File: src/hw/rtl/gptot_pkg.sv
package gptot_pkg;

    localparam int COUNT_WIDTH = 16;
    localparam int CFG_IDX_W   = 2;
    localparam int CFG_DATA_W  = 32;

    // action codes
    localparam logic [1:0] ACT_FIX  = 2'd0;
    localparam logic [1:0] ACT_PPS  = 2'd1;
    localparam logic [1:0] ACT_CONV = 2'd2;

    // quality codes
    localparam logic [1:0] QUAL_UNLOCKED = 2'd0;
    localparam logic [1:0] QUAL_FIXES    = 2'd1;
    localparam logic [1:0] QUAL_PPS      = 2'd2;

    // configuration register indexes
    localparam logic [CFG_IDX_W-1:0] CFG_HALF_WINDOW  = 2'd0;
    localparam logic [CFG_IDX_W-1:0] CFG_PPS_STALE    = 2'd1;
    localparam logic [CFG_IDX_W-1:0] CFG_PPS_DISAGREE = 2'd2;
    localparam logic [CFG_IDX_W-1:0] CFG_LOCK_FIXES   = 2'd3;

    typedef struct packed {
        logic [1:0]         action;
        logic [62:0]        mono_us;
        logic signed [63:0] gps_time_us;
        logic [31:0]        serial_delay_us;
    } t_in_word;

    typedef struct packed {
        logic signed [63:0] converted_gps_us;
        logic signed [63:0] offset_in_use_us;
        logic [1:0]         quality;
        logic               locked;
        logic               pps_rejected;
    } t_out_word;

    typedef struct packed {
        logic [31:0] swap_age_us;
        logic [31:0] pps_stale_us;
        logic [31:0] pps_disagree_us;
        logic [15:0] lock_fixes;
    } t_cfg;

    // accepted word plus the offset samples formed on the way in
    typedef struct packed {
        t_in_word           word;
        logic signed [63:0] fix_sample;
        logic signed [63:0] pps_sample;
    } t_stage;

endpackage

File: src/hw/rtl/gps_pps_timebase_offset_tracker.sv
// gps/pps timebase offset tracker
//
// input channel (i_in_valid / o_in_ready / i_in_word): one word per event,
// a navigation fix, a pps edge or a plain conversion request.
// output channel (o_out_valid / i_out_ready / o_out_word): exactly one word
// per input word, in order: converted gps time, offset in use, quality,
// lock flag and pps reject flag.
// config channel (i_cfg_valid / o_cfg_ready / i_cfg_index / i_cfg_data):
// always ready, write only while no word is in flight.
//
// an accepted word is held in the input register, then passes through the
// tracker update into the result register, from which it leaves.
// throughput: one word per cycle while results are taken, set by the single
// update pass through the tracker state between input and result registers.
// a stalled receiver holds the result register; the input register keeps
// its word and o_in_ready drops until the result is taken.
// reset (synchronous, active low) empties both registers, clears buckets,
// fix count and pps state, and loads the default register values.
module gps_pps_timebase_offset_tracker
    import gptot_pkg::*;
(
    input  logic                  i_clk,
    input  logic                  i_rst_n,
    input  logic                  i_in_valid,
    output logic                  o_in_ready,
    input  t_in_word              i_in_word,
    output logic                  o_out_valid,
    input  logic                  i_out_ready,
    output t_out_word             o_out_word,
    input  logic                  i_cfg_valid,
    output logic                  o_cfg_ready,
    input  logic [CFG_IDX_W-1:0]  i_cfg_index,
    input  logic [CFG_DATA_W-1:0] i_cfg_data
);

    t_cfg      w_cfg;
    t_stage    w_stage;
    t_out_word w_result;
    logic      w_stage_valid;
    logic      w_advance;
    logic      w_fire;

    assign w_fire = w_stage_valid && w_advance;

    gptot_cfg u_cfg (
        .i_clk       (i_clk),
        .i_rst_n     (i_rst_n),
        .i_cfg_valid (i_cfg_valid),
        .i_cfg_index (i_cfg_index),
        .i_cfg_data  (i_cfg_data),
        .o_cfg_ready (o_cfg_ready),
        .o_cfg       (w_cfg)
    );

    gptot_in_stage u_in (
        .i_clk         (i_clk),
        .i_rst_n       (i_rst_n),
        .i_in_valid    (i_in_valid),
        .i_in_word     (i_in_word),
        .o_in_ready    (o_in_ready),
        .i_advance     (w_advance),
        .o_stage_valid (w_stage_valid),
        .o_stage       (w_stage)
    );

    gptot_core u_core (
        .i_clk    (i_clk),
        .i_rst_n  (i_rst_n),
        .i_fire   (w_fire),
        .i_stage  (w_stage),
        .i_cfg    (w_cfg),
        .o_result (w_result)
    );

    gptot_out_stage u_out (
        .i_clk       (i_clk),
        .i_rst_n     (i_rst_n),
        .i_load      (w_fire),
        .i_result    (w_result),
        .i_out_ready (i_out_ready),
        .o_out_valid (o_out_valid),
        .o_out_word  (o_out_word),
        .o_advance   (w_advance)
    );

endmodule

File: src/hw/rtl/gptot_cfg.sv
module gptot_cfg
    import gptot_pkg::*;
(
    input  logic                  i_clk,
    input  logic                  i_rst_n,
    input  logic                  i_cfg_valid,
    input  logic [CFG_IDX_W-1:0]  i_cfg_index,
    input  logic [CFG_DATA_W-1:0] i_cfg_data,
    output logic                  o_cfg_ready,
    output t_cfg                  o_cfg
);

    t_cfg r_cfg;
    t_cfg n_cfg;

    assign o_cfg_ready = 1'b1;
    assign o_cfg       = r_cfg;

    always_comb begin
        n_cfg = r_cfg;
        if (i_cfg_valid) begin
            unique case (i_cfg_index)
                CFG_HALF_WINDOW:  n_cfg.swap_age_us     = i_cfg_data;
                CFG_PPS_STALE:    n_cfg.pps_stale_us    = i_cfg_data;
                CFG_PPS_DISAGREE: n_cfg.pps_disagree_us = i_cfg_data;
                CFG_LOCK_FIXES:   n_cfg.lock_fixes      = i_cfg_data[15:0];
                default:          n_cfg = r_cfg;
            endcase
        end
    end

    always_ff @(posedge i_clk) begin
        if (!i_rst_n) begin
            r_cfg.swap_age_us     <= 32'd30000000;
            r_cfg.pps_stale_us    <= 32'd2000000;
            r_cfg.pps_disagree_us <= 32'd1000;
            r_cfg.lock_fixes      <= 16'd5;
        end else begin
            r_cfg <= n_cfg;
        end
    end

endmodule

File: src/hw/rtl/gptot_in_stage.sv
module gptot_in_stage
    import gptot_pkg::*;
(
    input  logic     i_clk,
    input  logic     i_rst_n,
    input  logic     i_in_valid,
    input  t_in_word i_in_word,
    output logic     o_in_ready,
    input  logic     i_advance,
    output logic     o_stage_valid,
    output t_stage   o_stage
);

    logic   r_vld;
    t_stage r_stage;
    t_stage n_stage;
    logic   w_take;

    assign o_in_ready    = !r_vld || i_advance;
    assign w_take        = i_in_valid && o_in_ready;
    assign o_stage_valid = r_vld;
    assign o_stage       = r_stage;

    // offset samples: fix = arrival - serial delay - gps, pps = edge - gps
    always_comb begin
        n_stage.word       = i_in_word;
        n_stage.fix_sample = $signed({1'b0, i_in_word.mono_us})
                             - $signed({32'd0, i_in_word.serial_delay_us})
                             - i_in_word.gps_time_us;
        n_stage.pps_sample = $signed({1'b0, i_in_word.mono_us}) - i_in_word.gps_time_us;
    end

    always_ff @(posedge i_clk) begin
        if (!i_rst_n) begin
            r_vld <= 1'b0;
        end else if (o_in_ready) begin
            r_vld <= i_in_valid;
        end
    end

    always_ff @(posedge i_clk) begin
        if (w_take) begin
            r_stage <= n_stage;
        end
    end

endmodule

File: src/hw/rtl/gptot_core.sv
module gptot_core
    import gptot_pkg::*;
(
    input  logic      i_clk,
    input  logic      i_rst_n,
    input  logic      i_fire,
    input  t_stage    i_stage,
    input  t_cfg      i_cfg,
    output t_out_word o_result
);

    localparam int CMP_W = 33;

    logic                   r_valid [2];
    logic                   r_cur;
    logic [COUNT_WIDTH-1:0] r_count;
    logic                   r_pps_ok;
    logic signed [63:0]     r_filt;
    logic signed [63:0]     r_min [2];
    logic [62:0]            r_start [2];
    logic signed [63:0]     r_pps_off;
    logic [62:0]            r_edge;

    logic                   n_valid [2];
    logic                   n_cur;
    logic [COUNT_WIDTH-1:0] n_count;
    logic                   n_pps_ok;
    logic signed [63:0]     n_filt;
    logic signed [63:0]     n_min [2];
    logic [62:0]            n_start [2];
    logic signed [63:0]     n_pps_off;
    logic [62:0]            n_edge;

    logic [62:0]            w_mono;
    logic signed [63:0]     w_age;
    logic signed [63:0]     w_edge_age;
    logic signed [63:0]     w_ref;
    logic signed [64:0]     w_diff;
    logic [64:0]            w_mag;
    logic                   w_lock_old;
    logic                   w_lock_new;
    logic                   w_rej;
    logic signed [63:0]     w_use;

    assign w_mono     = i_stage.word.mono_us;
    assign w_age      = $signed({1'b0, w_mono}) - $signed({1'b0, r_start[r_cur]});
    assign w_edge_age = $signed({1'b0, w_mono}) - $signed({1'b0, r_edge});
    assign w_lock_old = {{(CMP_W-COUNT_WIDTH){1'b0}}, r_count} >=
                        {{(CMP_W-16){1'b0}}, i_cfg.lock_fixes};
    assign w_lock_new = {{(CMP_W-COUNT_WIDTH){1'b0}}, n_count} >=
                        {{(CMP_W-16){1'b0}}, i_cfg.lock_fixes};

    // exact disagreement magnitude, one bit wider than the offsets
    assign w_ref  = r_pps_ok ? r_pps_off : r_filt;
    assign w_diff = {i_stage.pps_sample[63], i_stage.pps_sample} - {w_ref[63], w_ref};
    assign w_mag  = w_diff[64] ? 65'(-w_diff) : 65'(w_diff);

    always_comb begin
        n_valid   = r_valid;
        n_cur     = r_cur;
        n_count   = r_count;
        n_pps_ok  = r_pps_ok;
        n_filt    = r_filt;
        n_min     = r_min;
        n_start   = r_start;
        n_pps_off = r_pps_off;
        n_edge    = r_edge;
        w_rej     = 1'b0;

        case (i_stage.word.action)
            ACT_FIX: begin
                if (!r_valid[r_cur]) begin
                    n_min[r_cur]   = i_stage.fix_sample;
                    n_start[r_cur] = w_mono;
                    n_valid[r_cur] = 1'b1;
                end else if (w_age >= $signed({32'd0, i_cfg.swap_age_us})) begin
                    // current bucket aged out: restart the other one
                    n_cur          = !r_cur;
                    n_min[!r_cur]   = i_stage.fix_sample;
                    n_start[!r_cur] = w_mono;
                    n_valid[!r_cur] = 1'b1;
                end else if (i_stage.fix_sample < r_min[r_cur]) begin
                    n_min[r_cur] = i_stage.fix_sample;
                end
                if (r_count != {COUNT_WIDTH{1'b1}}) begin
                    n_count = r_count + 1'b1;
                end
                if (n_valid[0] && n_valid[1]) begin
                    n_filt = (n_min[1] < n_min[0]) ? n_min[1] : n_min[0];
                end else if (n_valid[0]) begin
                    n_filt = n_min[0];
                end else if (n_valid[1]) begin
                    n_filt = n_min[1];
                end
                if (r_pps_ok && ($signed({32'd0, i_cfg.pps_stale_us}) < w_edge_age)) begin
                    n_pps_ok = 1'b0;
                end
            end
            ACT_PPS: begin
                // negative top-of-second edges are ignored
                if (!i_stage.word.gps_time_us[63]) begin
                    if ((r_pps_ok || w_lock_old) &&
                        (w_mag > {33'd0, i_cfg.pps_disagree_us})) begin
                        n_pps_ok = 1'b0;
                        w_rej    = 1'b1;
                    end else begin
                        n_pps_off = i_stage.pps_sample;
                        n_pps_ok  = 1'b1;
                        n_edge    = w_mono;
                    end
                end
            end
            default: begin
                n_pps_ok = r_pps_ok;
            end
        endcase
    end

    assign w_use = n_pps_ok ? n_pps_off : n_filt;

    always_comb begin
        o_result.converted_gps_us = $signed({1'b0, w_mono}) - w_use;
        o_result.offset_in_use_us = w_use;
        o_result.quality          = n_pps_ok ? QUAL_PPS :
                                    (w_lock_new ? QUAL_FIXES : QUAL_UNLOCKED);
        o_result.locked           = w_lock_new;
        o_result.pps_rejected     = w_rej;
    end

    always_ff @(posedge i_clk) begin
        if (!i_rst_n) begin
            r_valid[0] <= 1'b0;
            r_valid[1] <= 1'b0;
            r_cur      <= 1'b0;
            r_count    <= '0;
            r_pps_ok   <= 1'b0;
            r_filt     <= '0;
        end else if (i_fire) begin
            r_valid  <= n_valid;
            r_cur    <= n_cur;
            r_count  <= n_count;
            r_pps_ok <= n_pps_ok;
            r_filt   <= n_filt;
        end
    end

    // read only while the matching valid flag is set
    always_ff @(posedge i_clk) begin
        if (i_fire) begin
            r_min     <= n_min;
            r_start   <= n_start;
            r_pps_off <= n_pps_off;
            r_edge    <= n_edge;
        end
    end

endmodule

File: src/hw/rtl/gptot_out_stage.sv
module gptot_out_stage
    import gptot_pkg::*;
(
    input  logic      i_clk,
    input  logic      i_rst_n,
    input  logic      i_load,
    input  t_out_word i_result,
    input  logic      i_out_ready,
    output logic      o_out_valid,
    output t_out_word o_out_word,
    output logic      o_advance
);

    logic      r_vld;
    t_out_word r_word;

    // result register is free when empty or being taken this cycle
    assign o_advance   = !r_vld || i_out_ready;
    assign o_out_valid = r_vld;
    assign o_out_word  = r_word;

    always_ff @(posedge i_clk) begin
        if (!i_rst_n) begin
            r_vld <= 1'b0;
        end else if (o_advance) begin
            r_vld <= i_load;
        end
    end

    always_ff @(posedge i_clk) begin
        if (i_load) begin
            r_word <= i_result;
        end
    end

endmodule

File: config.mk
export PLATFORM = sky130hd
export DESIGN_NAME = gps_pps_timebase_offset_tracker
export DESIGN_NICKNAME = d
export VERILOG_FILES = /design/src/hw/rtl/gptot_pkg.sv /design/src/hw/rtl/gps_pps_timebase_offset_tracker.sv /design/src/hw/rtl/gptot_cfg.sv /design/src/hw/rtl/gptot_in_stage.sv /design/src/hw/rtl/gptot_core.sv /design/src/hw/rtl/gptot_out_stage.sv
export SDC_FILE = /design/constraint.sdc
export NUM_CORES = 2
export LEC_CHECK = 0
export BUFFER_PORTS_ARGS = -buffer_cell sky130_fd_sc_hd__clkbuf_2
export CAP_MARGIN = 20
export CORE_ASPECT_RATIO = 1.75
export CORE_MARGIN = 5
export CORE_UTILIZATION = 30
export DETAILED_ROUTE_END_ITERATION = 8
export PLACE_DENSITY = 0.57
export SLEW_MARGIN = 20
export SYNTH_ARGS = -nofsm -noshare
export SYNTH_HDL_FRONTEND = slang
export SYNTH_HIERARCHICAL = 1
export SYNTH_SLANG_ARGS = --single-unit
File: constraint.sdc
create_clock -name i_clk -period 23.3 [get_ports i_clk]
set_input_delay 2.33 -clock i_clk [delete_from_list [all_inputs] [get_ports i_clk]]
set_output_delay 2.33 -clock i_clk [all_outputs]
set_load 0.005 [all_outputs]
==> qor.csv <==
metric,value,unit
syn-instance-count,7591,
tightestPinTransition,1120,ps
pin_count,335,
slew_viol_final,0,
synthesis.area,72300,sq um
syn_nets,8497,
ir_drop,0.0607,mV
fin_setup_tns,0,ps
cp.arrival,19690,ps
drtPass1Iterations,6,
p_sw,2.29,mW
post-cts-setup-buffers,0,
cts_tree,built,
start_util,30.1,%
cp_num_buf_inv,0,
cts_buffers,95,
coreArea,240000,sq um
multi_input_area,42800,sq um
wl_per_cell,26.6,um
instances_no_fill,11008,
cpMaxStageDelayCell,mux2_2,
p_sw_share,39.0,%
die_h,660,um
antenna_found_initial,40,
setup_violations,0,
post_cts_resized,0,
min_period_over_period,82.3,%
path_clk_slew,60,ps
combinationalPowerShare,37.7,%
yosysWarningCount,6,
area.sequential,25200,sq um
ant_nets,0,
wirelength,292,mm
cp_slowest_stage_delay,910,ps
area_delta_synth_final,10.7,%
grt_pass1_wl,417,mm
cp_max_fo,30,
rsz0062_at_grt,no,
crit_top_cell,o21ai_0,
nets,8703,
cts_sinks,905,
utilization,33.4,%
slew_headroom,25.1,%
final_area,80100,sq um
worstSetupStartpointType,register,
via_per_inst,5.63,
final_layout_size_suffix_gt1_share,10.9,%
power.internal,3.58,mW
min_period,19170,ps
critPathCaptureType,register,
holdBufCountCts,0,
grt_max_degree,126,
drt_iter0_markers,4948,
grtUsageTotal,22.1,%
cp_top_family,compound AO/OA/AOI/OAI gates,
placed_cells,10819,
grt_overflow,0,
crit_type,reg2reg,
via_count,61932,
port_buffers,333,
pwr-share-seq,34.1,%
die-width,381,um
skew,64.5,ps
dp_hpwl,235,mm
htreeDepth,3,
ctsLongestPathBuffers,3,
first_global_vias,62188,
clkPwrFrac,28.2,%
hold_viol_final,0,
cts.root.buffer_cell,clkbuf_16,
rows,238,
fillers,24703,
clkLatencyLatePin,790,ps
fmax,0.0522,GHz
min_path_type,reg2reg,
power_density,73.2,nW/um^2
drc,0,
synth.avg_cell_area,9.53,sq um
outcome,"finished, final reports clean",
gp_congestion,0.971,
cp.required,23820,ps
die-area,251000,sq um
maxCapViolCount,0,
leakage,31.5,nW
dpl_cell_area,76700,sq um
worst min-delay path, delay by kind of cell (launching register included):
family,cells,cell delay [ps]
and+or+nand+nor,1,50
muxes,1,50
DFF,1,310
path summary, 6_finish.rpt:
check,start,endpoint,slack (ps),depth (start not counted)
hold reg to reg,u_cfg/o_cfg[97],u_cfg/o_cfg[97],460,2
setup reg to reg,u_core/r_cur,u_out/o_out_word[130],4130,51
hold / removal,u_cfg/o_cfg[97],u_cfg/o_cfg[97],460,2
setup / recovery,u_core/r_cur,u_out/o_out_word[130],4130,51
stage by stage:
stage | setup slack, ps | power, mW | hold slack [ps]
floorplan | 7400 | 3.43 | 426
global placement | 4420 | 4.18 | 446
detailed placement | 4450 | 4.20 | 451
CTS | 4420 | 5.88 | 462
global route | 3630 | 6.14 | 483
finish | 4130 | 5.86 | 460
sequential cells by signal (all words and copies together), names as in the netlist:
signal and count:
u_cfg/o_cfg 112, u_core/r_count 16, u_core/r_cur 1, u_core/r_edge 63, u_core/r_filt 64, u_core/r_min 128
u_core/r_pps_off 64, u_core/r_pps_ok 1, u_core/r_start 126, u_core/r_valid 2, u_in/o_stage 194, u_in/o_stage_valid 1
u_out/o_out_valid 1, u_out/o_out_word 132
metal layers:
metal / vias to the layer above / wire length (um) / GRT usage (%)
met4: 26 / 19300 / 12.1
met2: 2239 / 146000 / 40.3
li1: 28696 / - / -
met3: 634 / 15100 / 2.88
met1: 30337 / 112000 / 25.0
met5: - / 168 / 0
power groups by stage:
stage / clock network, mW / registers [mW] / logic (mW)
final: 1.66 / 2.00 / 2.21
after global routing: 1.75 / 2.00 / 2.38
after CTS: 1.70 / 2.00 / 2.18
after detailed placement: 0 / 2.03 / 2.17
after global placement: 0 / 2.03 / 2.16
after floorplan: 0 / 1.98 / 1.45
area by class of cell:
type                            count  area share (%)
Tap cell                         3120            4.88
Timing Repair Buffer              440            3.12
Multi-Input combinational cell   5735            53.5
Antenna cell                       10          0.0313
Clock buffer                      120            3.19
Inverter                          620            2.91
Sequential cell                   905            31.5
Clock inverter                     58           0.922
cells in the final DEF (no fill, tap or decap), types with 55 or more instances in the layout:
cell type	instances
a32oi_1	55
clkbuf_16	96
nand2b_1	76
a211oi_1	106
nor2b_1	93
o211ai_1	64
dfxtp_1	195
a21oi_1	609
a21o_1	217
inv_1	619
xor2_1	115
and2_1	165
nand4_1	148
o21a_1	61
o221ai_1	64
o22ai_1	64
nor3_1	107
nor2_1	385
ha_1	669
buf_4	105
clkbuf_2	332
nand3_1	130
mux2_2	118
o21ai_0	362
nand2_1	490
xnor2_1	232
mux2i_1	525
o21bai_1	74
nor4_1	89
edfxtp_1	707
No activity file was read; power rests on OpenSTA's default activity.
